File: src/bfea_mem.sv
// Extent table memory: one write port, one registered read port.
`default_nettype none

module bfea_mem #(
	parameter int DEPTH  = 64,
	parameter int WIDTH  = 65,
	parameter int ADDR_W = $clog2(DEPTH)
) (
	input  wire logic              clk,
	input  wire logic              we,
	input  wire logic [ADDR_W-1:0] waddr,
	input  wire logic [WIDTH-1:0]  wdata,
	input  wire logic              re,
	input  wire logic [ADDR_W-1:0] raddr,
	output logic      [WIDTH-1:0]  rdata
);

	logic [WIDTH-1:0] mem_q [DEPTH];
	logic [WIDTH-1:0] rdata_s1;

	always_ff @(posedge clk) begin
		if (we) begin
			mem_q[waddr] <= wdata;
		end
		if (re) begin
			rdata_s1 <= mem_q[raddr];
		end
	end

	assign rdata = rdata_s1;

endmodule

`default_nettype wire

File: config.mk
export PLATFORM = sky130hd
export DESIGN_NAME = bfea_mem
export DESIGN_NICKNAME = d
export VERILOG_FILES = /design/src/bfea_mem.sv
export SDC_FILE = /design/constraint.sdc
export NUM_CORES = 2
export LEC_CHECK = 0
export BUFFER_PORTS_ARGS = -buffer_cell sky130_fd_sc_hd__buf_2
export CORE_MARGIN = 8
export CORE_UTILIZATION = 40
export DETAILED_ROUTE_END_ITERATION = 7
export GPL_TIMING_DRIVEN = 0
export MAX_ROUTING_LAYER = met4
export SLEW_MARGIN = 0
export SYNTH_ARGS = -nofsm -noshare
export SYNTH_HDL_FRONTEND = slang
export SYNTH_MEMORY_MAX_BITS = 65536
export SYNTH_SLANG_ARGS = --single-unit
export TNS_END_PERCENT = 20
File: constraint.sdc
create_clock -name clk -period 7.25 [get_ports clk]
set_input_delay 0.3625 -clock clk [delete_from_list [all_inputs] [get_ports clk]]
set_output_delay 0.3625 -clock clk [all_outputs]
set_load 0.02 [all_outputs]
# Word-level counts from Yosys, hierarchy flattened
# Memory sizes are Yosys's and may differ from the RTL's. A register that Yosys moved wholly into a read port is not among the register bits.
# Cells that the tools add are included.
op_classes:
  muxes: 2
op_table:
  columns: ["op", "count"]
  rows:
  - ["$mux W1", 2]
totals:
  reg_bits: 0
  ram_bits: 4160
  input_bits: 80
  n_memories: 1
mem_list:
  columns: ["memory", "words", "width", "rd", "rd_clocked_by_memory_dff", "wr", "line_no", "rtl"]
  rows:
  - ["mem_q", 64, 65, 1, 1, 1, "18", "logic [WIDTH-1:0] mem_q [DEPTH];"]

# Logic depth before layout (Yosys ltp)
depth:
  depth_word: 2
  ltp_mapped: 9
  ltp_nobuf: 4

# Least setup slack after synthesis
# Ideal clock, no wire load.
synth_path:
  path_type: "input to register"
  from: "input waddr[3]"
  to: "memory mem_q[48][0] (enable)"
  arrival_ps: 5301
  t_required_ps: 6682
  path_slack_ps: 1381
  cell_stages: 4
  path_buffers: 1
  path_cell_list: "clkbuf_1 > nor2b_1 > nand4b_1 > nor3_1"
synth_lines:
  columns: ["element", "line_no", "rtl"]
  rows:
  - ["start: declaration", "11", "input wire logic [ADDR_W-1:0] waddr,"]
  - ["end: declaration", "18", null]
# No word-level cell before the write port.

==> flow_summary_export.csv <==
group,metric,value,unit
timing,rsz0062_at_grt,"no",
timing,period_minus_slack,3.87,ns
grt,first_global_vias,79403,
floorplan,fp.dieW,646,µm
placement,place_congestion,0.806,
detailed_routing,routedWlPerCell,40.3,µm
timing,hold_viol,0,
min_path,whs_path_depth,1,
min_path,min-delay-start,"wdata[48]",
detailed_routing,totalWireLength,528000,µm
power_and_ir_drop,intPower,40.3,mW
floorplan,initial_core_util,40.2,%
synthesis,yosysSeqAreaShare,79.8,%
timing,setup_ws,3.38,ns
power_and_ir_drop,switching_share,22.0,%
run,maxCapViolCount,0,
cts,cts.sinks,4225,
floorplan,ios,145,
cts,clockBufferDepth,4,
worst_setup_path,r2r_start,"mem_q[35][36]",
placement,post-place-ws,2.48,ns
power_and_ir_drop,pwr-share-clk,42.0,%
cts,cts.htree.levels,5,
timing,worst_slew_pin_slew,1.49,ns
worst_setup_path,path_class,"in -> reg",
floorplan,core_area,0.396,mm²
power_and_ir_drop,total_power,51.7,mW
synthesis,yosys.area.top_type,"edfxtp_1",
timing,fmax,0.259,GHz
finish,fillerInstances,31690,
power_and_ir_drop,p_switching,11.4,mW
synthesis,synth_nets,6686,
worst_setup_path,cp_max_fo,10,
grt,grt_max_degree,65,
min_path,min_path_type,"in -> reg",
cts,cts_tree,"done",
timing,slew_headroom,0.835,%
detailed_routing,drtPass1Iterations,8,
worst_setup_path,r2r_cells,4,
synthesis,synth_top_area_share,79.8,%
timing,finalCritPeriodShare,53.3,%
worst_setup_path,r2r_slack,4.51,ns
floorplan,dieArea,0.418,mm²
power_and_ir_drop,power.leakage,57.6,nW
synthesis,syn-cell-area,0.159,mm²
cts,cts_buffers,427,
worst_setup_path,crit_path_end_kind,"flip-flop",
timing,slew_violations,0,
worst_setup_path,r2r-end,"rdata[36]",
synthesis,syn_area_per_cell,24.1,µm²
cts,clk_pin_slew_worst_paths,0.06,ns
timing,clock_skew,0.0385,ns
power_and_ir_drop,comb_power_share,5.4,%
placement,port_buffers,137,
detailed_routing,viasPerCell,6.21,
min_path,whs_endpoint,"mem_q[41][48]",
cts,clock_latency,0.99,ns
grt,grt_overflow,0,
power_and_ir_drop,power.density,278,mW/mm²
run_status,status,"finished, final reports clean",
placement,place_inst,12250,
detailed_routing,remaining_drc_errors,0,
floorplan,rows,231,
timing,setup_viol,0,
synthesis,synth_seq_cells,4225,
detailed_routing,antenna_left,0,
power_and_ir_drop,seqPwrFrac,52.6,%
synthesis,ys_types,26,
worst_setup_path,cp-start-kind,"input port",
worst_setup_path,arrival,4.65,ns
synthesis,ys_warn_count,0,
cts,root_buffer,"clkbuf_16",
finish,areaGrowthSynthToFinish,16.9,%
grt,grt_pass1_wl,700000,µm
grt,antenna_found_initial,63,
detailed_routing,vias,81334,
synthesis,ys_top_cells_by_area,"edfxtp_1 (80%), mux4_2 (15%), a22oi_1 (1.2%)",
cts,post_cts_resized,0,
power_and_ir_drop,ir_drop,0.224,mV
placement,place_hpwl,359000,µm
synthesis,syn_inst,6606,
finish,fin_cells,13101,
grt,grtUsageTotal,25.5,%
finish,layout-drive-gt1-share,30.5,%
floorplan,die_y,646,µm
worst_setup_path,crit_required,8.03,ns
timing,fin_setup_tns,0,ns
finish,utilization,47.0,%
detailed_routing,drt_iter0_drc,13201,
finish,nNetsFinal,7520,
-- synthesized netlist by cell type --
| library cell | instances |
|---|---|
| a211oi_1 | 65 |
| a22oi_1 | 260 |
| and2_1 | 3 |
| buf_1 | 18 |
| buf_2 | 186 |
| buf_4 | 37 |
| buf_6 | 16 |
| clkbuf_1 | 120 |
| edfxtp_1 | 4225 |
| mux2i_1 | 103 |
| mux4_2 | 1040 |
| nand2_1 | 8 |
| nand2b_1 | 9 |
| nand3_1 | 115 |
| nand3b_1 | 25 |
| nand4_1 | 2 |
| nand4b_1 | 1 |
| nor2_1 | 112 |
| nor2b_1 | 9 |
| nor3_1 | 2 |
| o211a_1 | 65 |
| o221ai_1 | 46 |
| o22ai_1 | 130 |
| or2_2 | 2 |
| or3_1 | 3 |
| or3b_2 | 4 |
-- how the worst max path moves through the flow --
stage,start,end,slack (ns),cells past startpoint
final,raddr[2],rdata[40],3.38,8
after detailed placement,raddr[2],rdata[40],2.48,8
after CTS,raddr[2],rdata[40],3.52,8
after floorplan,waddr[3],mem_q[48][0],1.38,4
after global routing,raddr[3],rdata[36],3.46,8
after global placement,waddr[4],mem_q[49][1],-6.94,4
-- per-stage QoR --
stage	hold WS, ns	area [µm²]
after floorplan	0.461	159000
after global placement	0.823	166000
after detailed placement	0.807	172000
after CTS	0.0631	186000
after global routing	0.00788	186000
final	0.0407	186000
-- repair_timing --
item / CTS / global route
endpoints found under the hold margin: 31 / 2
hold buffers: 1 / 1
buffers inserted: 0 / 0
-- cells in the final DEF, fill, tap and decap left out, types with 25 or more instances in the layout --
cell type / n
edfxtp_1: 4225
mux4_2: 1040
clkbuf_16: 431
buf_2: 320
a22oi_1: 260
buf_12: 230
clkbuf_1: 180
o22ai_1: 130
nand3_1: 115
mux2i_1: 103
clkinv_1: 101
clkinv_2: 87
diode_2: 67
o211a_1: 65
a211oi_1: 64
nor2_4: 63
nor2_1: 49
o221ai_1: 46
buf_4: 42
bufinv_16: 39
buf_6: 37
nand3b_1: 25
-- metal layers --
metal / vias to the layer above / wire length [µm] / global-route usage (%)
met1: 44131 / 189000 / 31.6
li1: 30620 / - / -
met3: 1148 / 58400 / 6.18
met4: 0 / 27500 / 11.4
met2: 5435 / 254000 / 39.9
met5: - / 0 / -
-- cell type report --
class | count | area, µm² | share of cell area (%)
sequential | 4225 | 127000 | 68.3
clock buffer | 513 | 11100 | 5.97
multi-input combinational | 2004 | 30700 | 16.5
buffer | 377 | 1940 | 1.04
tap | 5242 | 6560 | 3.53
antenna | 67 | 168 | 0.0902
timing repair buffer | 405 | 5940 | 3.20
clock inverter | 268 | 2530 | 1.36
-- critical path: stages --
cell      delay [ns]
buf_2           0.12
buf_2           0.42
nor2b_1         0.75
buf_2           0.96
clkbuf_1        0.76
a22oi_1         0.36
nand3b_1        0.49
o211a_1         0.40
-- power by group through the flow --
stage	combinational, mW	clock (mW)	sequential [mW]
after floorplan	1.25	0	27.7
after global placement	2.64	0	27.7
after detailed placement	2.76	0	27.7
after CTS	2.76	21.9	27.2
after global routing	2.86	22.7	27.2
final	2.78	21.7	27.2
-- registers in the layout, summed over array words and instances (netlist names) --
name	count
mem_q	4160
rdata	65
-- cells by family after synthesis --
family,count (synthesis),share of synthesized area [%]
AO/OA/AOI/OAI,566,2.71
flip-flops,4225,79.8
multiplexers,1143,15.4
buffers and inverters,377,1.20
AND/OR/NAND/NOR,295,0.907
(Power assumes the default switching activity.)
