==> src/bfea_pkg.sv <==
// Shared types and codes for the best-fit extent allocator.
`default_nettype none

package bfea_pkg;

	localparam int FIELD_W   = 32;
	localparam int MODE_W    = 2;
	localparam int STATUS_W  = 3;
	localparam int CFG_IDX_W = 1;

	typedef enum logic [MODE_W-1:0] {
		MODE_ALLOC   = 2'd0,
		MODE_FREE    = 2'd1,
		MODE_RESTART = 2'd2,
		MODE_NOP     = 2'd3
	} mode_t;

	typedef enum logic [STATUS_W-1:0] {
		ST_OK       = 3'd0,
		ST_OOM      = 3'd1,
		ST_OVERLAP  = 3'd2,
		ST_FULL     = 3'd3,
		ST_OVERFLOW = 3'd4
	} status_t;

	typedef enum logic [CFG_IDX_W-1:0] {
		REG_REGION_START = 1'd0,
		REG_REGION_END   = 1'd1
	} cfg_reg_t;

	// Control from the sequencer to the scan unit.
	typedef struct packed {
		logic clr;
		logic en;
		logic is_free;
	} scan_ctl_t;

	// What one pass over the table found.
	typedef struct packed {
		logic best;
		logic overlap;
		logic left;
		logic right;
		logic slot;
	} scan_flags_t;

endpackage

`default_nettype wire

==> src/bfea_scan.sv <==
// Scan unit: folds one table entry per cycle into best-fit and neighbor results.
`default_nettype none

module bfea_scan #(
	parameter int BLOCK_BITS = 32,
	parameter int IDX_W      = 6
) (
	input  wire logic                  clk,
	input  wire logic                  arst_n,
	input  wire bfea_pkg::scan_ctl_t   ctl,
	input  wire logic                  ent_valid,
	input  wire logic [BLOCK_BITS-1:0] ent_start,
	input  wire logic [BLOCK_BITS-1:0] ent_end,
	input  wire logic [IDX_W-1:0]      ent_idx,
	input  wire logic [BLOCK_BITS-1:0] req_start,
	input  wire logic [BLOCK_BITS-1:0] req_end,
	input  wire logic [BLOCK_BITS-1:0] req_count,
	output bfea_pkg::scan_flags_t      flags,
	output logic      [IDX_W-1:0]      best_idx,
	output logic      [BLOCK_BITS-1:0] best_start,
	output logic      [BLOCK_BITS-1:0] best_end,
	output logic      [IDX_W-1:0]      left_idx,
	output logic      [BLOCK_BITS-1:0] left_start,
	output logic      [IDX_W-1:0]      right_idx,
	output logic      [BLOCK_BITS-1:0] right_end,
	output logic      [IDX_W-1:0]      slot_idx
);

	bfea_pkg::scan_flags_t flags_q;
	logic [IDX_W-1:0]      best_idx_q;
	logic [BLOCK_BITS-1:0] best_start_q;
	logic [BLOCK_BITS-1:0] best_end_q;
	logic [BLOCK_BITS-1:0] best_span_q;
	logic [IDX_W-1:0]      left_idx_q;
	logic [BLOCK_BITS-1:0] left_start_q;
	logic [IDX_W-1:0]      right_idx_q;
	logic [BLOCK_BITS-1:0] right_end_q;
	logic [IDX_W-1:0]      slot_idx_q;

	logic [BLOCK_BITS-1:0] span;
	logic                  take_best;
	logic                  hit_ovl;
	logic                  hit_left;
	logic                  hit_right;
	logic                  take_slot;

	always_comb begin
		span      = ent_end - ent_start;
		// Smaller span wins; equal spans go to the lower start.
		take_best = ctl.en && !ctl.is_free && ent_valid && (span >= req_count) &&
			(!flags_q.best || (span < best_span_q) ||
			 ((span == best_span_q) && (ent_start < best_start_q)));
		hit_ovl   = ctl.en && ctl.is_free && ent_valid &&
			(req_end > ent_start) && (req_start < ent_end);
		hit_left  = ctl.en && ctl.is_free && ent_valid && (ent_end == req_start);
		hit_right = ctl.en && ctl.is_free && ent_valid && (ent_start == req_end);
		take_slot = ctl.en && ctl.is_free && !ent_valid && !flags_q.slot;
	end

	always_ff @(posedge clk or negedge arst_n) begin
		if (!arst_n) begin
			flags_q <= '0;
		end else if (ctl.clr) begin
			flags_q <= '0;
		end else begin
			if (take_best) flags_q.best    <= 1'b1;
			if (hit_ovl)   flags_q.overlap <= 1'b1;
			if (hit_left)  flags_q.left    <= 1'b1;
			if (hit_right) flags_q.right   <= 1'b1;
			if (take_slot) flags_q.slot    <= 1'b1;
		end
	end

	always_ff @(posedge clk) begin
		if (take_best) begin
			best_idx_q   <= ent_idx;
			best_start_q <= ent_start;
			best_end_q   <= ent_end;
			best_span_q  <= span;
		end
		if (hit_left) begin
			left_idx_q   <= ent_idx;
			left_start_q <= ent_start;
		end
		if (hit_right) begin
			right_idx_q <= ent_idx;
			right_end_q <= ent_end;
		end
		if (take_slot) begin
			slot_idx_q <= ent_idx;
		end
	end

	assign flags      = flags_q;
	assign best_idx   = best_idx_q;
	assign best_start = best_start_q;
	assign best_end   = best_end_q;
	assign left_idx   = left_idx_q;
	assign left_start = left_start_q;
	assign right_idx  = right_idx_q;
	assign right_end  = right_end_q;
	assign slot_idx   = slot_idx_q;

endmodule

`default_nettype wire

==> config.mk <==
export PLATFORM = sky130hd
export DESIGN_NAME = bfea_scan
export DESIGN_NICKNAME = d
export VERILOG_FILES = /design/src/bfea_pkg.sv /design/src/bfea_scan.sv
export SDC_FILE = /design/constraint.sdc
export NUM_CORES = 1
export LEC_CHECK = 0
export BUFFER_PORTS_ARGS = -buffer_cell sky130_fd_sc_hd__buf_2
export CORE_MARGIN = 2
export CORE_UTILIZATION = 37
export DETAILED_ROUTE_END_ITERATION = 10
export PLACE_DENSITY = 0.66
export SETUP_SLACK_MARGIN = 0.2
export SYNTH_ARGS = -nofsm -noshare
export SYNTH_HDL_FRONTEND = slang
export SYNTH_SLANG_ARGS = --single-unit
==> constraint.sdc <==
create_clock -name clk -period 15.9 [get_ports clk]
set_input_delay 4.77 -clock clk [delete_from_list [all_inputs] [get_ports clk]]
set_output_delay 4.77 -clock clk [all_outputs]
set_load 0.005 [all_outputs]
==> After elaboration in Yosys (flattened, before gate mapping) <==
Cells that the tools add are included.
{ "word_totals": {"regBits": 189, "output_inout_bits": 157, "elab_cells": 53} }
{ "op_classes": {"reduce_logical": 24, "order_cmp": 5, "mux": 6, "add_sub_neg": 1, "n_eq_ne": 3} }
{ "ops": {"columns": ["op", "count"], "rows": [
  ["$eq A32 B32 Y1", 3],
  ["$lt A32 B32 Y1", 3],
  ["$ge A32 B32 Y1", 1],
  ["$gt A32 B32 Y1", 1],
  ["$sub A32 B32 Y32", 1],
  ["$logic_and A1 B1 Y1", 13],
  ["$reduce_bool A2 Y1", 5],
  ["$mux W1", 5],
  ["$mux W5", 1],
  ["$logic_not A1 Y1", 4],
  ["$logic_or A1 B1 Y1", 2]
]} }

==> Depth between registers and ports, before layout <==
Gate-level depths: netlist of the first run.
{ "depth": {"word_depth": 7, "mapped_depth": 20} }

==> Worst setup path before layout of the first run <==
Ideal clock, no wire load.
{ "synth_path": {"path_kind": "input port to flip-flop", "startpoint": "input port ent_start[6]", "endpoint": "register best_end_q[0] (netlist: best_end[0]), enable pin", "slack_ns": 2.044, "arrival_time_ns": 13.233, "n_path_buf": 0, "t_required_ns": 15.276, "path_stages": 17, "path_cell_list": "inv_1 > ha_1 > nand2_1 > or4_1 > a32o_1 > a21oi_1 > nor2_4 > o21bai_1 > a21oi_1 > xnor2_1 > ha_1 > or4_1 > a21oi_1 > o21ai_1 > a31oi_1 > o211ai_1 > a31oi_1"} }
{ "synth_between": {"elab_chain_len": 5} }
{ "synth_lines": {"columns": ["item", "line_no", "rtl"], "rows": [
  ["start, declared", "bfea_scan.sv:12", "input wire logic [BLOCK_BITS-1:0] ent_start,"],
  ["$sub A32 B32 Y32 (*)", "bfea_scan.sv:48", "span = ent_end - ent_start;"],
  ["net span[23]", "bfea_scan.sv:40", "logic [BLOCK_BITS-1:0] span;"],
  ["$lt A32 B32 Y1 or $eq A32 B32 Y1 (tied branches)", "bfea_scan.sv:51, bfea_scan.sv:52", null],
  ["$logic_or A1 B1 Y1 or $logic_and A1 B1 Y1 (tied branches)", "bfea_scan.sv:51, bfea_scan.sv:52", null],
  ["$logic_or A1 B1 Y1", "bfea_scan.sv:51", "(!flags_q.best || (span < best_span_q) ||"],
  ["$logic_and A1 B1 Y1 (*)", "bfea_scan.sv:50", "take_best = ctl.en && !ctl.is_free && ent_valid && (span >= req_count) &&"],
  ["net take_best", "bfea_scan.sv:41", "logic take_best;"],
  ["end signal, assigned", "bfea_scan.sv:78", "best_end_q <= ent_end;"],
  ["end, declared", "bfea_scan.sv:32", "logic [BLOCK_BITS-1:0] best_end_q;"]
]} }
The timed path passes the listed nets; every way through them passes the cells marked *.
A chain may end at the register's enable or synchronous reset.

==> Final worst setup path of the first run <==
{ "layout_path": {"startpoint": "input port ent_start[2]", "endpoint": "register best_start_q[25] (netlist: best_start[25]), enable pin"} }
{ "layout_between": {"elab_chain_len": 5} }
{ "layout_lines": {"columns": ["item", "line_no", "rtl"], "rows": [
  ["$sub A32 B32 Y32 (*)", "bfea_scan.sv:48", null],
  ["net span[30]", "bfea_scan.sv:40", null],
  ["$lt A32 B32 Y1 or $eq A32 B32 Y1 (tied branches)", "bfea_scan.sv:51, bfea_scan.sv:52", null],
  ["$logic_or A1 B1 Y1 or $logic_and A1 B1 Y1 (tied branches)", "bfea_scan.sv:51, bfea_scan.sv:52", null],
  ["$logic_or A1 B1 Y1", "bfea_scan.sv:51", null],
  ["$logic_and A1 B1 Y1 (*)", "bfea_scan.sv:50", null],
  ["net take_best", "bfea_scan.sv:41", null],
  ["end signal, assigned", "bfea_scan.sv:77", "best_start_q <= ent_start;"],
  ["end, declared", "bfea_scan.sv:31", "logic [BLOCK_BITS-1:0] best_start_q;"]
]} }
Marks and branches as above.

==> results of run 1 <==
-- worst max-delay path: stages --
cell and delay, ns:
buf_2 0.12, inv_1 0.07, ha_1 0.36, nor2b_1 0.18, o311a_1 0.33, o21ai_1 0.22
o2111ai_1 0.15, a31oi_1 0.29, o21ai_1 0.16, mux2i_1 0.15, a2111oi_0 0.92, ha_1 0.26
nand4_1 0.09, nor2_1 0.15, nand2_1 0.09, nor4_1 0.26, o211a_1 0.19, o31ai_1 0.10
a31oi_4 0.98, buf_4 0.85
-- cell families after synthesis --
| logic type | after synthesis |
|---|---|
| simple gates | 181 |
| compound gates | 218 |
| xor+xnor | 26 |
| mux | 1 |
| buf+inv | 170 |
| fa+ha+maj | 191 |
| flops | 189 |
-- path summary, 6_finish.rpt --
path,startpoint,end,slack [ns]
worst max-delay path,ent_start[2],best_start[25]$_DFFE_PP_,5.20
worst min-delay path,flags[2]$_DFFE_PN0P_,flags[2]$_DFFE_PN0P_,0.50
worst max register to register,best_start[1]$_DFFE_PP_,best_start[25]$_DFFE_PP_,11.26
worst min register to register,flags[2]$_DFFE_PN0P_,flags[2]$_DFFE_PN0P_,0.50
max in group asynchronous,arst_n,flags[1]$_DFFE_PN0P_,11.64
min in group asynchronous,arst_n,flags[3]$_DFFE_PN0P_,4.12
-- synthesized netlist by cell type, types with 6 or more instances --
cell type and count:
o211ai_1 7, a31oi_1 6, nand2_1 29, nand3_1 12, o21ai_1 8, o21a_1 10
o21ai_0 26, nand4_1 37, ha_1 190, edfxtp_1 184, xnor2_1 17, inv_1 168
nand2b_1 7, nor3_1 14, a21oi_1 60, nor2_1 48, nor2b_1 11, a21o_1 63
xor2_1 9
-- sequential cells by signal, indices dropped and copies added, names as in the netlist --
signal / cells
left_start: 32
slot_idx: 6
right_idx: 6
best_start: 32
best_end: 32
best_idx: 6
best_span_q: 32
right_end: 32
left_idx: 6
flags: 5
-- where the power goes --
| group | switching, W | total (W) | internal (W) |
|---|---|---|---|
| clock network | 0.000207 | 0.000461 | 0.000254 |
| logic | 0.000162 | 0.000277 | 0.000115 |
| registers | 0.00000358 | 0.000568 | 0.000564 |
| total | 0.000373 | 0.00131 | 0.000933 |
-- metal layers --
metal	wire length (um)	track usage [%]	vias up
met5	12	0	-
met4	799	7.96	2
met3	1770	3.27	52
met2	15900	34.5	261
met1	14600	26.8	4108
li1	-	-	4292
-- per-stage QoR --
stage	worst slack [ns]	cell area [um^2]	hold WS [ns]
6_report	5.20	14100	0.502
4_1_cts	5.18	14100	0.505
3_5_place_dp	4.74	13500	0.488
5_1_grt	4.72	14100	0.552
2_1_floorplan	2.04	11300	0.491
3_3_place_gp	4.92	13500	0.478
-- final cells by class --
| type | instances | area [um^2] |
|---|---|---|
| fill | 2727 | 15800 |
| sequential | 189 | 5650 |
| multi-input combinational | 617 | 5030 |
| timing repair buffer | 332 | 1670 |
| inverter | 168 | 631 |
| tap | 390 | 488 |
| clock buffer | 18 | 429 |
| clock inverter | 14 | 205 |
| antenna | 6 | 15.0 |
==> results.cfg, run 1 <==
[route]
drt_drc_violations_left = 0
num_vias = 8715
dr.pass1.iters = 4
first_iter_violations = 531
wl_per_cell_um = 19.1
ant_nets = 0
via_per_inst = 5.03
drt_wl_total_um = 33100

[synthesis]
ys_warn_count = 0
synthSimpleGateAreaFrac_pct = 8.20
synthDistinctLibCells = 57
synth_mux_area_share_pct = 0.0887
netlist_area_mm2 = 0.0113
synth_top_area_share_pct = 48.9
synth_top_family_by_area = adder cells
async_flop_share_pct = 2.65
synth_edf_count = 184
synth-seq-cells = 189
synth_fp_nets = 1339
synthAdderAreaFrac_pct = 21.2
synthXorXnorAreaFrac_pct = 2.02
yosysSeqAreaShare_pct = 50.1
syn_avg_cell_area_um2 = 11.6
synth_cells = 976
synth_ff_type = edfxtp_1
synth_top_cell_by_area = edfxtp_1
synth_compound_area_share_pct = 12.7
netlist_top_cells_area = edfxtp_1 (49%), ha_1 (21%), inv_1 (5.6%)

[worst_setup_path]
path_class = input pin to flop
worst_ep_arrival_time_ns = 10.78
r2r.worst_path.cells = 10
required_ns = 15.98
cp-start-kind = input pin
endpoint_kind = flop
cp_max_fo = 66

[die]
die_h_um = 179
ioPinCount = 329
dieArea_mm2 = 0.0319
core_mm2 = 0.0299
initial_core_util_pct = 37.8
die_x_um = 179
row_count = 63

[global_routing]
grt_pass1_wl_um = 48600
antenna_found_initial = 7
track_usage_pct = 20.6
grt_max_degree = 67
grt.overflow.total = 0
grt_pass1_vias = 8528

[finish]
mostFrequentLayoutCell = buf_2
drive_gt1_share_pct = 27.8
finalNonFillerCells = 1734
post-route-util_pct = 47.3
area_growth_pct = 25.1
nets = 1688
layout_common_cells = buf_2 (328), ha_1 (190), edfxtp_1 (184)

[sta]
setup_violations = 0
setup_tns_ns = 0
worstMarginPinSlew_ns = 1.17
min_period_over_period_pct = 67.3
relSlewSlack_pct = 21.7
finalClockSkew_ns = 0.0157
fin_crit_ns = 10.70
slew_viol_final = 0
grt_setup_unrepaired = no
hold_viol_final = 0
fmax_mhz = 93.5

[status]
status = complete, no violations

[clock_network]
cts_tree = done
ctsResizeCount = 0
clock_latency_ns = 0.45
clockRootBuffer = clkbuf_16
cts_max_level = 4
cts_buffers = 17
clk_pin_slew_ns = 0.07
clock_path_buffers = 2
post_cts_buffers = 0
hold_buffers = 0
cts_sinks = 189

[min_path]
hold_class = flop to flop
hold_depth = 2

[placement]
portBuffers = 328
hpwl_um = 26800
gp_congestion = 0.927
placed_cells = 1696

[pwr]
powerDensity_mw_per_mm2 = 92.5
total_power_w = 0.00131
ir_worst_vdd_uv = 58.4
p_leak_nw = 6.85

[flow_run]
drv_cap = 0
(Power assumes the default switching activity.)
==> run 2: changes to the inputs <==
ABC_AREA = 1   (was unset)
clock period = 10.08 ns   (was 15.9 ns; I/O delays follow)
==> results.cfg, run 2 <==
[die]
initial_core_util_pct = 37.7
core_mm2 = 0.0316
die_x_um = 184
die_h_um = 184
ioPinCount = 329
row_count = 65
dieArea_mm2 = 0.0337

[synthesis]
yosysMostFrequentCell = inv_1
ys_warn_count = 0
synth_ff_type = edfxtp_1
synth_cells = 1252
synth_mux_area_share_pct = 0
synth_top_area_share_pct = 46.3
synthSimpleGateAreaFrac_pct = 14.1
synth-seq-cells = 189
synth_fp_nets = 1615
synthTopCellsByCount = inv_1 (258), nand2_1 (249), ha_1 (190)
async_flop_share_pct = 2.65
yosysSeqAreaShare_pct = 47.4
syn_avg_cell_area_um2 = 9.53
netlist_area_mm2 = 0.0119
synth_top_cell_by_area = edfxtp_1
synthDistinctLibCells = 35
synth_top_family_by_area = adder cells
netlist_top_cells_area = edfxtp_1 (46%), ha_1 (20%), inv_1 (8.1%)
synthAdderAreaFrac_pct = 20.1
synthXorXnorAreaFrac_pct = 1.84
synth_compound_area_share_pct = 8.52
synth_edf_count = 184

[placement]
gp_congestion = 0.897
hpwl_um = 28000
dp_slack_ns = 2.85
portBuffers = 328

[worst_setup_path]
slowest_delay_ns = 0.64
timing.critical_path.max_delay_family = simple AND/OR/NAND/NOR gates
endpoint_kind = flop
cp.depth = 19
required_ns = 10.15
path_class = input pin to flop
cp_common_cell = nand2_1
timing.critical_path.buf_inv = 2
worstPathCellList = buf_2 -> ha_1 -> fa_1 -> o21ai_2 -> a21boi_2 -> o21ai_2 -> nand3_1 -> nand3_1 -> nand2_1 -> ha_1 -> nand2_1 -> nor2_1 -> nand2_1 -> nor2_1 -> nand2_1 -> nand3_1 -> nand2_1 -> a21oi_4 -> buf_4
cp_max_fo = 62
worst_ep_arrival_time_ns = 6.94
cp_slowest_cell = buf_4
r2r.worst_path.cells = 11
cp-start-kind = input pin

[pwr]
p_int_w = 0.00139
p_sw_share_pct = 31.0
p_leak_nw = 7.36
ir_worst_vdd_uv = 116
total_power_w = 0.00201
comb_power_share_pct = 23.0
power.switching_w = 0.000623
power.share.clock_pct = 32.5
seqPwrFrac_pct = 44.5
powerDensity_mw_per_mm2 = 137

[sta]
worst_hold_slack_ns = 0.507
fmax_mhz = 146
setup_violations = 0
min_period_over_period_pct = 68.2
relSlewSlack_pct = 34.3
worstMarginPinSlew_ns = 0.985
fin_crit_ns = 6.87
slew_viol_final = 0
grt_setup_unrepaired = no
hold_viol_final = 0
setup_tns_ns = 0
finalClockSkew_ns = 0.0103
worst_slack_ns = 3.21

[route]
drt_wl_total_um = 34000
num_vias = 9770
wl_per_cell_um = 16.8
first_iter_violations = 630
via_per_inst = 4.83
drt_drc_violations_left = 0
ant_nets = 0
dr.pass1.iters = 5

[global_routing]
grt.overflow.total = 0
grt_pass1_vias = 9369
grt_max_degree = 63
grt_pass1_wl_um = 51400
track_usage_pct = 20.1
antenna_found_initial = 3

[finish]
mostFrequentLayoutCell = buf_2
nets = 1965
drive_gt1_share_pct = 23.7
area_growth_pct = 23.1
n_fill_cell = 3031
layout_common_cells = buf_2 (328), inv_1 (257), nand2_1 (249)

[status]
status = complete, no violations

[clock_network]
clk_pin_slew_ns = 0.07
hold_buffers = 0
cts_sinks = 189
clockRootBuffer = clkbuf_16
clock_latency_ns = 0.44
ctsResizeCount = 0
cts_tree = done
clock_path_buffers = 2
cts_max_level = 4
cts_buffers = 17
post_cts_buffers = 0

[min_path]
hold_class = flop to flop
hold_depth = 2

[flow_run]
drv_cap = 0
-- run 2: cell count changes in the layout (fill, tap and decap cells not counted), moves of 12 or more --
cell / change
nand4_1: -23
inv_1: +89
nand2_1: +220
nand3_1: +19
xnor2_1: -13
a21oi_1: +54
nor2_1: +37
xor2_1: +12
a21o_1: -58
-- run 2: final timing paths --
check	from	endpoint	slack [ns]
setup / recovery	ent_start[0]	best_end[19]$_DFFE_PP_	3.21
hold / removal	flags[2]$_DFFE_PN0P_	flags[2]$_DFFE_PN0P_	0.51
setup reg to reg	best_span_q[7]$_DFFE_PP_	best_end[19]$_DFFE_PP_	7.14
hold reg to reg	flags[2]$_DFFE_PN0P_	flags[2]$_DFFE_PN0P_	0.51
max in group asynchronous	arst_n	flags[2]$_DFFE_PN0P_	7.55
min in group asynchronous	arst_n	flags[3]$_DFFE_PN0P_	2.39
-- run 2: cells by family (layout without fill, tap and decap cells) --
kind of cell / Yosys count / in the layout
flip-flops: 189 / 189
buffers and inverters: 258 / 621
XOR/XNOR: 25 / 25
AND/OR/NAND/NOR: 406 / 406
AO/OA/AOI/OAI: 183 / 183
adder cells (fa/ha/maj): 191 / 191
other: 0 / 4
-- run 2: metrics by stage --
| stage | instances | instance area [um^2] | utilization (%) |
|---|---|---|---|
| floorplan | 1252 | 11900 | - |
| global placement | 1985 | 14100 | 44.6 |
| detailed placement | 1985 | 14100 | 44.6 |
| CTS | 2017 | 14700 | 46.4 |
| global route | 2020 | 14700 | 46.4 |
| finish | 2021 | 14700 | 46.4 |
-- run 2: layout make-up --
class                      count  area, um^2  share of cell area [%]
tap                          402         503                    3.43
timing repair buffer         331        1660                    11.3
clock buffer                  17         425                    2.90
multi-input combinational    805        5330                    36.3
clock inverter                15         130                   0.886
sequential                   189        5650                    38.5
antenna                        4        10.0                  0.0682
inverter                     258         968                    6.60
-- run 2: power by group through the flow --
stage | logic [W] | clock network (W) | registers [W]
after detailed placement | 0.000459 | 0 | 0.000911
after global placement | 0.000446 | 0 | 0.000911
after floorplan | 0.000292 | 0 | 0.000914
final | 0.000462 | 0.000652 | 0.000894
after global routing | 0.000533 | 0.000696 | 0.000895
after CTS | 0.000463 | 0.000663 | 0.000894
-- run 2: tightest hold or removal path, cell delays in order (launching register included) --
cell and delay [ns]:
dfrtp_1 0.35, nor2_1 0.05, nor2_1 0.07
-- run 2: layer usage --
layer	vias to the layer above	routed length, um	global-route usage, %
met1	4540	15500	26.5
li1	4890	-	-
met3	38	1710	2.89
met4	0	517	6.30
met5	-	0	0
met2	302	16300	34.2
==> run 3: changes to the inputs <==
PLACE_DENSITY = 0.68   (was 0.66)
clock period = 6.3 ns   (was 10.08 ns; I/O delays follow)
==> results.cfg, run 3 (synthesis gave the netlist of run 2 again) <==
[finish]
nets = 1965
mostFrequentLayoutCell = buf_2
layout_common_cells = buf_2 (328), inv_1 (255), nand2_1 (247)
drive_gt1_share_pct = 24.1
diodes = 0
post-route-util_pct = 46.7
regArea_mm2 = 0.00565
multiInputGateArea_mm2 = 0.00540
n_fill_cell = 3003
finalNonFillerCells = 2017
area_growth_pct = 23.9
fin_area_mm2 = 0.0148

[placement]
portBuffers = 328
gp_congestion = 0.907
hpwl_um = 29300
placed_cells = 1985
post_dp_cell_area_mm2 = 0.0142

[pwr]
comb_power_share_pct = 23.6
power.share.clock_pct = 32.2
power.switching_w = 0.000960
seqPwrFrac_pct = 44.2
ir_worst_vdd_uv = 157
p_sw_share_pct = 29.7
p_leak_nw = 7.38
total_power_w = 0.00323
powerDensity_mw_per_mm2 = 219
p_int_w = 0.00227

[status]
status = complete, no violations

[route]
first_iter_violations = 559
wl_per_cell_um = 17.5
drt_wl_total_um = 35300
num_vias = 9830
ant_nets = 0
via_per_inst = 4.87
drt_drc_violations_left = 0
dr.pass1.iters = 6

[clock_network]
clockRootBuffer = clkbuf_16
clock_path_buffers = 2
clk_pin_slew_ns = 0.07
post_cts_buffers = 0
clock_latency_ns = 0.44
hold_buffers = 0
cts_max_level = 4
cts_tree = done
cts_buffers = 17
cts_sinks = 189
ctsResizeCount = 0

[die]
dieArea_mm2 = 0.0337
die_h_um = 184
die_x_um = 184
initial_core_util_pct = 37.7
core_mm2 = 0.0316
row_count = 65
ioPinCount = 329

[global_routing]
track_usage_pct = 20.9
grt_max_degree = 61
grt.overflow.total = 0
grt_pass1_wl_um = 53400
grt_pass1_vias = 9828
antenna_found_initial = 1

[worst_setup_path]
endpoint_kind = flop
r2r_start = best_span_q[7]$_DFFE_PP_
endpoint = best_end[3]$_DFFE_PP_
crit_start = ent_start[20]
worst_ep_arrival_time_ns = 5.63
path_class = input pin to flop
r2r.worst_path.cells = 11
required_ns = 6.40
r2r_end = best_end[3]$_DFFE_PP_
cp_max_fo = 60
cp-start-kind = input pin
r2r_slack_ns = 3.75

[sta]
min_period_over_period_pct = 87.9
fin_crit_ns = 5.54
relSlewSlack_pct = 33.7
hold_viol_final = 0
worstMarginPinSlew_ns = 0.995
setup_violations = 0
finalClockSkew_ns = 0.0108
setup_tns_ns = 0
fmax_mhz = 181
grt_setup_unrepaired = no
slew_viol_final = 0

[flow_run]
drv_cap = 0

[min_path]
hold_class = flop to flop
hp-start = flags[1]$_DFFE_PN0P_
[run 3: cell count changes in the layout (fill, tap and decap cells not counted), moves of 3 or more]
cell / previous run / this run
clkbuf_1: 0 / 3
clkinv_2: 1 / 4
diode_2: 4 / 0
ha_1: 190 / 186
ha_4: 0 / 4
inv_8: 3 / 0
[run 3: area by class of cell]
| cell class | count | share of cell area [%] |
|---|---|---|
| clock buffers | 22 | 3.14 |
| clock inverters | 10 | 0.618 |
| inverters | 258 | 6.64 |
| multi-input cells | 805 | 36.5 |
| flip-flops and latches | 189 | 38.2 |
| well taps | 402 | 3.40 |
| repair buffers | 331 | 11.4 |
[run 3: per-layer routing]
| metal | up-vias | routed length (um) | part of all wire (%) | track usage (%) |
|---|---|---|---|---|
| met3 | 34 | 1770 | 5.0 | 2.79 |
| met1 | 4609 | 15700 | 44 | 27.1 |
| met4 | 0 | 491 | 1.4 | 5.57 |
| met5 | - | 0 | 0 | 0 |
| met2 | 302 | 17300 | 49 | 36.8 |
| li1 | 4885 | - | - | - |
[run 3: critical path, stage by stage]
cell and delay, ns:
buf_2 0.13, inv_1 0.09, ha_1 0.41, nand2_1 0.13
nor2_1 0.10, inv_1 0.09, nor3_1 0.42, nand3_1 0.21
nand3_1 0.13, nand2_1 0.14, ha_1 0.31, nand2_1 0.06
nor2_1 0.13, nand2_1 0.11, nor2_1 0.14, nand2_1 0.06
nand3_1 0.17, nand2_1 0.22, a21oi_4 0.25, buf_12 0.30
[run 3: worst min-delay path by stage]
| stage | end | slack, ns | cells after the start |
|---|---|---|---|
| 5_1_grt | flags[1]$_DFFE_PN0P_ | 0.54 | 1 |
| 2_1_floorplan | flags[2]$_DFFE_PN0P_ | 0.49 | 2 |
| 4_1_cts | flags[1]$_DFFE_PN0P_ | 0.52 | 1 |
| 3_5_place_dp | flags[1]$_DFFE_PN0P_ | 0.50 | 1 |
| 6_report | flags[1]$_DFFE_PN0P_ | 0.52 | 1 |
| 3_3_place_gp | flags[1]$_DFFE_PN0P_ | 0.49 | 1 |
[run 3: power groups by stage]
stage          logic, W  clock network [W]  registers (W)
2_1_floorplan  0.000476                  0        0.00146
3_3_place_gp   0.000733                  0        0.00146
3_5_place_dp   0.000757                  0        0.00146
4_1_cts        0.000764            0.00107        0.00143
5_1_grt        0.000872            0.00111        0.00143
6_report       0.000762            0.00104        0.00143
[run 3: metrics by stage]
stage	hold slack, ns	setup slack, ns
final	0.517	0.764
after CTS	0.517	0.764
after global placement	0.485	0.317
after floorplan	0.491	0.0789
after detailed placement	0.502	0.308
after global routing	0.536	0.396
